$ cat src/rtl/fasr_pkg.sv
// fasr_pkg: shared types and constants for the fraction add/subtract/reduce block
// no dependencies; imported by fasr_cross, fraction_add_subtract_reduce and the bench

package fasr_pkg;

    // default width of each input numerator and denominator
    localparam int IN_WIDTH_DEF = 16;

    // result field widths, fixed by the item format
    localparam int NUM_W = 33;
    localparam int DEN_W = 32;

    // master-side tdata width, result fields padded to whole bytes
    localparam int M_TDATA_W = ((NUM_W + DEN_W + 7) / 8) * 8;

    // operation select carried in the slave-side tuser
    typedef enum logic [0:0] {
        OP_ADD = 1'b0,
        OP_SUB = 1'b1
    } t_op;

    // cross product sequencer phases
    typedef enum logic [1:0] {
        MP_IDLE,
        MP_P1,
        MP_P2,
        MP_DEN
    } t_mphase;

    // main sequencer states
    typedef enum logic [2:0] {
        ST_IDLE,
        ST_CROSS,
        ST_TEST,
        ST_REM,
        ST_QNUM,
        ST_QDEN,
        ST_EMIT
    } t_state;

endpackage

$ cat src/rtl/fasr_div.sv
// fasr_div: shared restoring divider, one quotient bit per cycle
// unsigned quotient and remainder; used for every remainder step and both final divisions

module fasr_div #(
    parameter int W = 33
) (
    input  logic         i_clk,
    input  logic         i_rst_n,
    input  logic         i_start,
    input  logic [W-1:0] i_dividend,
    input  logic [W-1:0] i_divisor,
    output logic         o_done,
    output logic [W-1:0] o_quo,
    output logic [W-1:0] o_rem
);

    localparam int CW = $clog2(W + 1);

    logic          r_busy;
    logic          r_done;
    logic [CW-1:0] r_cnt;
    logic [W-1:0]  r_quo;
    logic [W-1:0]  r_rem;
    logic [W-1:0]  r_div;

    logic [W:0]    trial;
    logic [W:0]    diff;
    logic          fits;

    // one shift-and-subtract step
    always_comb begin
        trial = {r_rem, r_quo[W-1]};
        diff  = trial - {1'b0, r_div};
        fits  = (trial >= {1'b0, r_div});
    end

    // control: bit counter and completion pulse
    always_ff @(posedge i_clk) begin
        if (!i_rst_n) begin
            r_busy <= 1'b0;
            r_done <= 1'b0;
            r_cnt  <= '0;
        end else begin
            r_done <= r_busy && (r_cnt == CW'(1));
            if (i_start) begin
                r_busy <= 1'b1;
                r_cnt  <= CW'(W);
            end else if (r_busy) begin
                r_cnt <= r_cnt - CW'(1);
                if (r_cnt == CW'(1)) begin
                    r_busy <= 1'b0;
                end
            end
        end
    end

    // datapath: partial remainder and quotient shift register
    always_ff @(posedge i_clk) begin
        if (i_start) begin
            r_quo <= i_dividend;
            r_rem <= '0;
            r_div <= i_divisor;
        end else if (r_busy) begin
            r_quo <= {r_quo[W-2:0], fits};
            r_rem <= fits ? diff[W-1:0] : trial[W-1:0];
        end
    end

    assign o_done = r_done;
    assign o_quo  = r_quo;
    assign o_rem  = r_rem;

endmodule

$ cat src/rtl/fasr_cross.sv
// fasr_cross: cross products num = a_num*b_den +/- b_num*a_den and den = a_den*b_den
// one shared signed multiplier used in turn for the three products; depends on fasr_pkg

module fasr_cross
    import fasr_pkg::*;
#(
    parameter int IN_WIDTH = IN_WIDTH_DEF,
    parameter int NW       = 2 * IN_WIDTH_DEF + 1
) (
    input  logic                       i_clk,
    input  logic                       i_rst_n,
    input  logic                       i_start,
    input  t_op                        i_kind,
    input  logic signed [IN_WIDTH-1:0] i_a_num,
    input  logic signed [IN_WIDTH-1:0] i_a_den,
    input  logic signed [IN_WIDTH-1:0] i_b_num,
    input  logic signed [IN_WIDTH-1:0] i_b_den,
    output logic                       o_done,
    output logic signed [NW-1:0]       o_num,
    output logic signed [NW-1:0]       o_den
);

    localparam int PW = 2 * IN_WIDTH;

    t_mphase                    r_phase;
    t_mphase                    n_phase;
    logic                       r_done;
    t_op                        r_kind;
    logic signed [IN_WIDTH-1:0] r_an;
    logic signed [IN_WIDTH-1:0] r_ad;
    logic signed [IN_WIDTH-1:0] r_bn;
    logic signed [IN_WIDTH-1:0] r_bd;
    logic signed [NW-1:0]       r_p1;
    logic signed [NW-1:0]       r_p2;
    logic signed [NW-1:0]       r_num;
    logic signed [NW-1:0]       r_den;

    logic signed [IN_WIDTH-1:0] op_x;
    logic signed [IN_WIDTH-1:0] op_y;
    logic signed [PW-1:0]       prod;

    // next phase
    always_comb begin
        case (r_phase)
            MP_IDLE: n_phase = i_start ? MP_P1 : MP_IDLE;
            MP_P1:   n_phase = MP_P2;
            MP_P2:   n_phase = MP_DEN;
            MP_DEN:  n_phase = MP_IDLE;
            default: n_phase = MP_IDLE;
        endcase
    end

    // multiplier operand selection per phase
    always_comb begin
        case (r_phase)
            MP_P1: begin
                op_x = r_an;
                op_y = r_bd;
            end
            MP_P2: begin
                op_x = r_bn;
                op_y = r_ad;
            end
            MP_DEN: begin
                op_x = r_ad;
                op_y = r_bd;
            end
            default: begin
                op_x = r_an;
                op_y = r_bd;
            end
        endcase
        prod = op_x * op_y;
    end

    // phase register and completion pulse
    always_ff @(posedge i_clk) begin
        if (!i_rst_n) begin
            r_phase <= MP_IDLE;
            r_done  <= 1'b0;
        end else begin
            r_phase <= n_phase;
            r_done  <= (r_phase == MP_DEN);
        end
    end

    // operand capture and product registers
    always_ff @(posedge i_clk) begin
        if (r_phase == MP_IDLE && i_start) begin
            r_kind <= i_kind;
            r_an   <= i_a_num;
            r_ad   <= i_a_den;
            r_bn   <= i_b_num;
            r_bd   <= i_b_den;
        end
        if (r_phase == MP_P1) begin
            r_p1 <= NW'(prod);
        end
        if (r_phase == MP_P2) begin
            r_p2 <= NW'(prod);
        end
        if (r_phase == MP_DEN) begin
            r_den <= NW'(prod);
            r_num <= (r_kind == OP_SUB) ? r_p1 - r_p2 : r_p1 + r_p2;
        end
    end

    assign o_done = r_done;
    assign o_num  = r_num;
    assign o_den  = r_den;

endmodule

$ cat src/rtl/fraction_add_subtract_reduce.sv
// fraction_add_subtract_reduce: adds or subtracts two signed fractions and reduces by the gcd
// depends on fasr_pkg, fasr_cross and fasr_div
//
// channel   direction  fields (lowest bits first)
// s_axis    in         tdata: a_num, a_den, b_num, b_den, zero pad; tuser: kind
// m_axis    out        tdata: res_num, res_den, zero pad; tuser: zero_divide
//
// one item at a time: accept, three cross products, then k remainder steps
// of Euclid and two final divisions, each an NW-bit division on the bit-serial divider,
// where NW = 2*IN_WIDTH+1 (at most 64);
// the serial divider sets the time taken per item
// synchronous active-low reset clears the sequencers and the output valid
// a finished item waits in the output register; a new item is taken meanwhile

module fraction_add_subtract_reduce
    import fasr_pkg::*;
#(
    parameter int IN_WIDTH = IN_WIDTH_DEF
) (
    input  logic                                 i_clk,
    input  logic                                 i_rst_n,
    // slave side
    input  logic                                 i_s_axis_tvalid,
    output logic                                 o_s_axis_tready,
    input  logic [((4*IN_WIDTH+7)/8)*8-1:0]      i_s_axis_tdata,  // a_num, a_den, b_num, b_den
    input  logic                                 i_s_axis_tuser,  // kind
    // master side
    output logic                                 o_m_axis_tvalid,
    input  logic                                 i_m_axis_tready,
    output logic [M_TDATA_W-1:0]                 o_m_axis_tdata,  // res_num, res_den
    output logic                                 o_m_axis_tuser   // zero_divide
);

    localparam int NW  = (2 * IN_WIDTH + 1 > 64) ? 64 : 2 * IN_WIDTH + 1;
    localparam int XW  = (NW > NUM_W) ? NW : NUM_W;
    localparam int PAD = M_TDATA_W - NUM_W - DEN_W;

    t_state               r_state;
    t_state               n_state;

    logic                 s_accept;
    logic                 cross_done;
    logic signed [NW-1:0] cross_num;
    logic signed [NW-1:0] cross_den;

    logic                 div_start;
    logic [NW-1:0]        div_dividend;
    logic [NW-1:0]        div_divisor;
    logic                 div_done;
    logic [NW-1:0]        div_quo;
    logic [NW-1:0]        div_rem;

    logic                 r_num_neg;
    logic                 r_den_neg;
    logic [NW-1:0]        r_num_mag;
    logic [NW-1:0]        r_den_mag;
    logic [NW-1:0]        r_prev;
    logic [NW-1:0]        r_cur;
    logic                 r_par;
    logic                 r_gneg;
    logic                 r_zero;
    logic [NW-1:0]        r_qn;
    logic [NW-1:0]        r_qd;

    logic                 r_m_valid;
    logic [NUM_W-1:0]     r_res_num;
    logic [DEN_W-1:0]     r_res_den;
    logic                 r_res_zero;

    logic                 load_out;
    logic                 neg_num;
    logic                 neg_den;
    logic [XW-1:0]        qn_x;
    logic [XW-1:0]        qd_x;
    logic [XW-1:0]        sn_x;
    logic [XW-1:0]        sd_x;

    assign o_s_axis_tready = (r_state == ST_IDLE);
    assign s_accept        = i_s_axis_tvalid && o_s_axis_tready;
    assign load_out        = (r_state == ST_EMIT) && (!r_m_valid || i_m_axis_tready);

    // cross product unit
    fasr_cross #(
        .IN_WIDTH (IN_WIDTH),
        .NW       (NW)
    ) u_cross (
        .i_clk   (i_clk),
        .i_rst_n (i_rst_n),
        .i_start (s_accept),
        .i_kind  (t_op'(i_s_axis_tuser)),
        .i_a_num ($signed(i_s_axis_tdata[IN_WIDTH-1:0])),
        .i_a_den ($signed(i_s_axis_tdata[2*IN_WIDTH-1 -: IN_WIDTH])),
        .i_b_num ($signed(i_s_axis_tdata[3*IN_WIDTH-1 -: IN_WIDTH])),
        .i_b_den ($signed(i_s_axis_tdata[4*IN_WIDTH-1 -: IN_WIDTH])),
        .o_done  (cross_done),
        .o_num   (cross_num),
        .o_den   (cross_den)
    );

    // shared serial divider
    fasr_div #(
        .W (NW)
    ) u_div (
        .i_clk      (i_clk),
        .i_rst_n    (i_rst_n),
        .i_start    (div_start),
        .i_dividend (div_dividend),
        .i_divisor  (div_divisor),
        .o_done     (div_done),
        .o_quo      (div_quo),
        .o_rem      (div_rem)
    );

    // next state
    always_comb begin
        case (r_state)
            ST_IDLE:  n_state = s_accept ? ST_CROSS : ST_IDLE;
            ST_CROSS: n_state = cross_done ? ST_TEST : ST_CROSS;
            ST_TEST: begin
                if (r_cur != '0) begin
                    n_state = ST_REM;
                end else if (r_prev == '0) begin
                    n_state = ST_EMIT;
                end else begin
                    n_state = ST_QNUM;
                end
            end
            ST_REM:   n_state = div_done ? ST_TEST : ST_REM;
            ST_QNUM:  n_state = div_done ? ST_QDEN : ST_QNUM;
            ST_QDEN:  n_state = div_done ? ST_EMIT : ST_QDEN;
            ST_EMIT:  n_state = load_out ? ST_IDLE : ST_EMIT;
            default:  n_state = ST_IDLE;
        endcase
    end

    // divider requests
    always_comb begin
        div_start    = 1'b0;
        div_dividend = r_prev;
        div_divisor  = r_cur;
        case (r_state)
            ST_TEST: begin
                if (r_cur != '0) begin
                    div_start = 1'b1;
                end else if (r_prev != '0) begin
                    div_start    = 1'b1;
                    div_dividend = r_num_mag;
                    div_divisor  = r_prev;
                end
            end
            ST_QNUM: begin
                div_start    = div_done;
                div_dividend = r_den_mag;
                div_divisor  = r_prev;
            end
            default: begin
                div_start = 1'b0;
            end
        endcase
    end

    // state register
    always_ff @(posedge i_clk) begin
        if (!i_rst_n) begin
            r_state <= ST_IDLE;
        end else begin
            r_state <= n_state;
        end
    end

    // euclid terms, signs and quotients
    always_ff @(posedge i_clk) begin
        if (r_state == ST_CROSS && cross_done) begin
            r_num_neg <= cross_num[NW-1];
            r_den_neg <= cross_den[NW-1];
            r_num_mag <= cross_num[NW-1] ? NW'(-cross_num) : NW'(cross_num);
            r_den_mag <= cross_den[NW-1] ? NW'(-cross_den) : NW'(cross_den);
            r_prev    <= cross_num[NW-1] ? NW'(-cross_num) : NW'(cross_num);
            r_cur     <= cross_den[NW-1] ? NW'(-cross_den) : NW'(cross_den);
            r_par     <= 1'b1;
        end
        if (r_state == ST_TEST && r_cur == '0) begin
            r_gneg <= r_par ? r_num_neg : r_den_neg;
            r_zero <= (r_prev == '0);
        end
        if (r_state == ST_REM && div_done) begin
            r_prev <= r_cur;
            r_cur  <= div_rem;
            r_par  <= !r_par;
        end
        if (r_state == ST_QNUM && div_done) begin
            r_qn <= div_quo;
        end
        if (r_state == ST_QDEN && div_done) begin
            r_qd <= div_quo;
        end
    end

    // result signs and truncation to the output widths
    always_comb begin
        neg_num = (r_num_mag != '0) && (r_num_neg != r_gneg);
        neg_den = (r_den_mag != '0) && (r_den_neg != r_gneg);
        qn_x    = XW'(r_qn);
        qd_x    = XW'(r_qd);
        sn_x    = neg_num ? (XW'(0) - qn_x) : qn_x;
        sd_x    = neg_den ? (XW'(0) - qd_x) : qd_x;
    end

    // output register
    always_ff @(posedge i_clk) begin
        if (!i_rst_n) begin
            r_m_valid <= 1'b0;
        end else if (load_out) begin
            r_m_valid <= 1'b1;
        end else if (i_m_axis_tready) begin
            r_m_valid <= 1'b0;
        end
    end

    always_ff @(posedge i_clk) begin
        if (load_out) begin
            r_res_zero <= r_zero;
            r_res_num  <= r_zero ? '0 : sn_x[NUM_W-1:0];
            r_res_den  <= r_zero ? '0 : sd_x[DEN_W-1:0];
        end
    end

    assign o_m_axis_tvalid = r_m_valid;
    assign o_m_axis_tdata  = {{PAD{1'b0}}, r_res_den, r_res_num};
    assign o_m_axis_tuser  = r_res_zero;

endmodule

$ cat config.mk
export PLATFORM = sky130hd
export DESIGN_NAME = fraction_add_subtract_reduce
export DESIGN_NICKNAME = d
export VERILOG_FILES = /design/src/rtl/fasr_pkg.sv /design/src/rtl/fasr_div.sv /design/src/rtl/fasr_cross.sv /design/src/rtl/fraction_add_subtract_reduce.sv
export SDC_FILE = /design/constraint.sdc
export NUM_CORES = 2
export LEC_CHECK = 0
export BUFFER_PORTS_ARGS = -buffer_cell sky130_fd_sc_hd__buf_2
export CAP_MARGIN = 20
export CORE_ASPECT_RATIO = 1.1
export CORE_MARGIN = 10
export CORE_UTILIZATION = 55
export CTS_BUF_LIST = sky130_fd_sc_hd__clkbuf_16
export CTS_CLUSTER_SIZE = 30
export DETAILED_ROUTE_END_ITERATION = 12
export PLACE_DENSITY = 0.69
export SYNTH_ARGS = -nofsm -noshare
export SYNTH_HDL_FRONTEND = slang
export SYNTH_SLANG_ARGS = --single-unit
$ cat constraint.sdc
create_clock -name i_clk -period 19.8 [get_ports i_clk]
set_input_delay 0.99 -clock i_clk [delete_from_list [all_inputs] [get_ports i_clk]]
set_output_delay 0.99 -clock i_clk [all_outputs]
set_load 0.01 [all_outputs]
## After elaboration in Yosys (flattened, before gate mapping)

Cells that the tools add are included.

- Register bits after elaboration: 576
- Input bits: 69

- Add/subtract/negate cells: 8
- Multiply operators: 1
- Order comparisons: 1
- Eq/ne operators: 12
- Multiplexer cells: 44
- Bitwise logic cells: 1
- Reductions and logical operators: 26

Operators with widths:

| cell | number |
|---|---|
| 2-to-1 mux 33 bit | 15 |
| case mux 33 bit (2 select lines) | 2 |
| nonzero test 33 bit | 4 |
| logical NOT 33 bit | 2 |
| >= comparator 34 x 33 -> 1 bit | 1 |
| adder 32 x 32 -> 33 bit | 1 |
| negation 32 -> 33 bit | 1 |
| negation 33 bit | 1 |
| subtractor 1 x 33 -> 33 bit (first input constant) | 1 |
| subtractor 32 x 32 -> 33 bit | 1 |
| subtractor 33 bit | 1 |
| multiplier 16 x 16 -> 32 bit | 1 |
| 2-to-1 mux 32 bit | 1 |
| case mux 16 bit (2 select lines) | 1 |
| subtractor 1 x 32 -> 32 bit (first input constant) | 1 |
| case mux 3 bit (7 select lines) | 1 |
| 2-to-1 mux 16 bit | 1 |
| 2-to-1 mux 1 bit | 14 |
| 2-to-1 mux 6 bit | 2 |
| logical AND 1 bit | 11 |
| equality test 3 bit (second input constant) | 3 |
| case mux 2 bit (4 select lines) | 1 |
| equality test 3 x 2 -> 1 bit (second input constant) | 2 |
| equality test 6 x 1 -> 1 bit (second input constant) | 1 |
| other kinds (15) | 23 |

## Longest topological paths before layout

- Depth in word-level cells: 5
- Mapped depth: 32
- Gate-level depth less buffers: 30

## Cells and area by module

A second synthesis with hierarchy kept.

- Cell total of the unflattened synthesis: 3,462
- Area total of the unflattened synthesis: 38,639.6 um2

By module, submodules not included:

| module | instances | cells each | area an instance (um2) |
|---|---|---|---|
| fasr_cross | 1 | 1,745 | 18,755.5 |
| fraction_add_subtract_reduce | 1 | 1,129 | 13,890.8 |
| fasr_div | 1 | 588 | 5,993.2 |

## Worst setup path after synthesis

Ideal clock, no wire load.

- Kind: register -> register
- From: register u_cross.r_phase[1]
- To: register, netlist name u_cross.o_den[31]
- Arrival time: 8.553 ns
- Required time: 19.531 ns
- Path slack: 10.979 ns
- Stages on the path, launching flop included: 27
- Clock period less this slack: 8.821 ns
- Path through: dfxtp_1 -> ha_1 -> or2_2 -> clkbuf_1 -> clkbuf_1 -> clkbuf_1 -> o21ai_1 -> nor2_1 -> fa_1 -> fa_1 -> fa_1 -> fa_1 -> fa_1 -> inv_1 -> fa_1 -> inv_1 -> ha_1 -> a21o_1 -> a21oi_1 -> nor2b_1 -> nor4_1 -> o211a_1 -> o21ai_0 -> a31o_2 -> a21o_1 -> a21oi_1 -> xnor2_1

- Cells in the longest elaborated chain, start to end: 3
- Elaborated cells between the ends (all ways): 5
- Those cells by class: mul (1); eq/ne (2); mux (2)

Ends and longest elaborated chain:

| element | RTL line | RTL |
|---|---|---|
| start: declaration | fasr_cross.sv:25 | `t_mphase r_phase;` |
| start signal: assignment | fasr_cross.sv:82 | `r_phase <= n_phase;` |
| equality test 2 bit | fasr_cross.sv:55 | `case (r_phase)` |
| case mux 16 bit (2 select lines) / 2-to-1 mux 16 bit (equally long branches) | fasr_cross.sv:55 |  |
| multiplier 16 x 16 -> 32 bit * | fasr_cross.sv:73 | `prod = op_x * op_y;` |
| named net u_cross.prod[31] | fasr_cross.sv:40 | `logic signed [PW-1:0] prod;` |

The timed path passes the listed nets; every way through them passes the cells marked *.
A chain may end at the register's enable or synchronous reset.

## Worst setup path after layout

- From: register u_cross.r_phase[0]
- To: register, netlist name u_cross.r_p2[31]

- Cells in the longest elaborated chain, start to end: 3
- Elaborated cells between the ends (all ways): 5
- Those cells by class: mul (1); eq/ne (2); mux (2)

Ends and longest elaborated chain:

| element | RTL line |
|---|---|
| equality test 2 bit | fasr_cross.sv:55 |
| case mux 16 bit (2 select lines) / 2-to-1 mux 16 bit (equally long branches) | fasr_cross.sv:55 |
| multiplier 16 x 16 -> 32 bit * | fasr_cross.sv:73 |
| named net u_cross.prod[31] | fasr_cross.sv:40 |

Marked as above.

==> results by group <==
Worst hold path
  • Hold Crit Class: reg2reg
  • Hold path depth: 0
  • Hold_sp: u_cross.o_den[0]
  • Hold Path Sink: r_den_mag[0]

Placed design
  • Pre-CTS setup slack: about 11 ns
  • GPL Wtd Cong: 0.9956
  • Number of I/O port buffers: around 140
  • Post-DP HPWL: ~75 mm
  • Placed insts: 4507

STA
  • Worst-Margin Slew: 1.075 ns
  • Final Hold Fails: 0
  • Slew headroom: a little over a quarter
  • RSZ-0062 raised after global routing: false
  • Final hold slack: ~0.4 ns
  • Final min period: 8.633 ns
  • Final Slew Violations: 0
  • Setup TNS: 0 ns
  • Final setup fails: 0
  • Setup slack after layout: 11.17 ns
  • Tcrit/Tclk final: 43.60%
  • Clock Skews: 0.06935 ns
  • Fmax: roughly 0.12 GHz

Detailed routing
  • Drt wl/cell: 21.05 um
  • Initial DRC count: 1960
  • Remaining DRCs: 0
  • Via density: approximately 5.7
  • Routed via count: 26113
  • Final ANT Viol Nets: 0
  • Total wire length: 97.25 mm
  • Pre-antenna DRT Iters: 6

Worst setup path
  • R2R Setup Slk: about 11 ns
  • Worst reg-to-reg path cell count: 26
  • R2r endpoint: u_cross.r_p2[31]
  • CP Max Fanout: 33
  • Crit-path max cell delay: ~0.86 ns
  • Worst path slowest cell: nor2b_1
  • Crit Path Class: reg2reg
  • Required @ worst endpoint: 20.17 ns
  • Worst Setup Start Kind: flip-flop
  • Critical path's top delay family: adder cells
  • RR Startpoint: u_cross.r_phase[0]
  • Critical Path Most Common Cell: fa_1
  • CP Buf/Inv Count: 6
  • Crit. End Element: flip-flop
  • CP arrival: about 9.0 ns

Global route
  • Antenna violations before repair: 0
  • First-pass GRT wire length: 151.1 mm
  • Vias in the first global route: 26632
  • GR Overflow Total: 0
  • Total GRT Usage: 24.38%
  • Largest net degree at the start of global routing: 89

Synthesis
  • Async S/R FF share, synth: 0%
  • Post-synthesis sequential area ratio: 44.55%
  • Yosys warns: 0
  • Synth top area share: a little over two fifths
  • Mapped Area: 0.03774 mm2
  • Post-synthesis register bit count: 576
  • Top_reg_cell synth: edfxtp_1
  • Number of synthesized flops with an enable pin: ~530
  • Netlist cell types: 81
  • Cells after synthesis: about 3500
  • Synth area leader: edfxtp_1
  • Mean Syn Cell Area: 10.68 um2
  • Synth top area cells: edfxtp_1 (42%), fa_1 (14%), ha_1 (5.3%)

Clock network
  • CTS tree: built
  • Clk slew on worst S/H paths: 0.06 ns
  • Clock buffer depth: 3
  • Post-CTS Setup Bufs: 0
  • Root buffer cell: clkbuf_16
  • Clock sink total: 576
  • Max H-tree Level: 2
  • Inserted Clock Buffers: 60
  • Hold_buf cts: 0
  • # resized after CTS: 0
  • Skew-Pair Late Insertion Delay: 0.68 ns

Floorplanning
  • Die H: between 200 and 300 um
  • Die W: 269.8 um
  • Die area: 0.07952 mm2
  • IO Pins: 144
  • Starting density of the core: 55.66%
  • # rows: 100
  • Core footprint: 0.06782 mm2

Final layout
  • Post-route insts no fill: 4620
  • # fillers: 5634
  • Final nets: 4145
  • Area Growth Syn to Fin: 9.935%
  • Most frequent cells in the layout: edfxtp_1 (528), nor2_1 (484), inv_1 (413)
  • Commonest non-fill, non-tap cell in the layout: edfxtp_1
  • Share of cells above drive strength 1: 9.995%
  • ANT cells: 0

Status
  • Run status: finished, final reports clean

Flow run
  • Max-Cap Viols: 0
-- cell usage after synthesis, types with 16 or more instances --
library cell  number
nor2b_1           35
o21ai_1           16
nor3_1            37
or3_1             28
mux2_2            59
xnor2_1          147
dfxtp_1           48
nand4_1           16
a31oi_1           63
o31ai_1           29
nand2_1          330
nor4_1            48
nor2_1           487
a21o_1            56
fa_1             264
clkbuf_1         114
a21oi_1          104
mux2i_1           20
nand3_1           25
xor2_1            98
edfxtp_1         528
ha_1             159
a22oi_1           31
o21ai_0          136
o21a_1            35
inv_1            404
and3_1            20
nand2b_1          27
-- registers in the layout (all words and copies together) (netlist names), 16 cells and up --
signal,count
r_prev,33
u_cross.r_ad,16
r_num_mag,33
u_cross.o_den,32
r_res_num,33
u_cross.r_bn,16
r_cur,33
u_div.o_rem,33
r_res_den,32
r_den_mag,33
u_cross.r_p2,32
qd_x,32
u_div.o_quo,33
u_cross.r_p1,32
u_div.r_div,33
qn_x,33
u_cross.o_num,33
u_cross.r_an,16
u_cross.r_bd,16
-- stage by stage --
step / instance area, um2 / utilization, %
after floorplan: 37770 / -
after global placement: 39470 / 58.20
after detailed placement: 39470 / 58.20
after CTS: 41470 / 61.15
after global routing: 41490 / 61.19
final: 41490 / 61.19
-- per-layer routing --
metal	vias up	GRT usage (%)	routed length [um]
met1	12631	27.44	36470
li1	12316	-	-
met4	0	14.13	6284
met3	254	3.267	5208
met5	-	0	0
met2	912	43.99	49290
-- cells by family (layout without fill, tap and decap cells) --
kind of cell	after synthesis	in the layout	synth area share (%)
simple gates	1106	1106	12.91
flops	576	576	44.55
compound gates	570	570	9.852
buf+inv	534	694	5.387
fa+ha+maj	423	423	19.27
xor+xnor	245	245	5.685
mux	80	80	2.330
other cells	1	8	0.009935
-- worst max path at each step --
stage                  startpoint                end  slack [ns]  depth (start not counted)
6_report       u_cross.r_phase[0]   u_cross.r_p2[31]       11.17                         26
5_1_grt        u_cross.r_phase[0]   u_cross.r_p2[31]       10.48                         26
4_1_cts        u_cross.r_phase[0]   u_cross.r_p2[31]       11.18                         26
3_5_place_dp   u_cross.r_phase[0]  u_cross.o_den[31]       11.13                         26
3_3_place_gp   u_cross.r_phase[0]  u_cross.o_den[31]       11.28                         28
2_1_floorplan  u_cross.r_phase[1]  u_cross.o_den[31]       10.98                         26
-- final cells by class --
class                           instances  area [um2]  area share, %
Multi-Input combinational cell       2432       19000          45.79
Sequential cell                       576       16820          40.53
Inverter                              405        1521          3.667
Clock buffer                           60        1501          3.618
Tap cell                              918        1149          2.768
Timing Repair Buffer                  178        1008          2.430
Clock inverter                         51       496.7          1.197
Power is not shown: default switching activity piles up to over one toggle a cycle in this logic, so the estimate is an artifact.
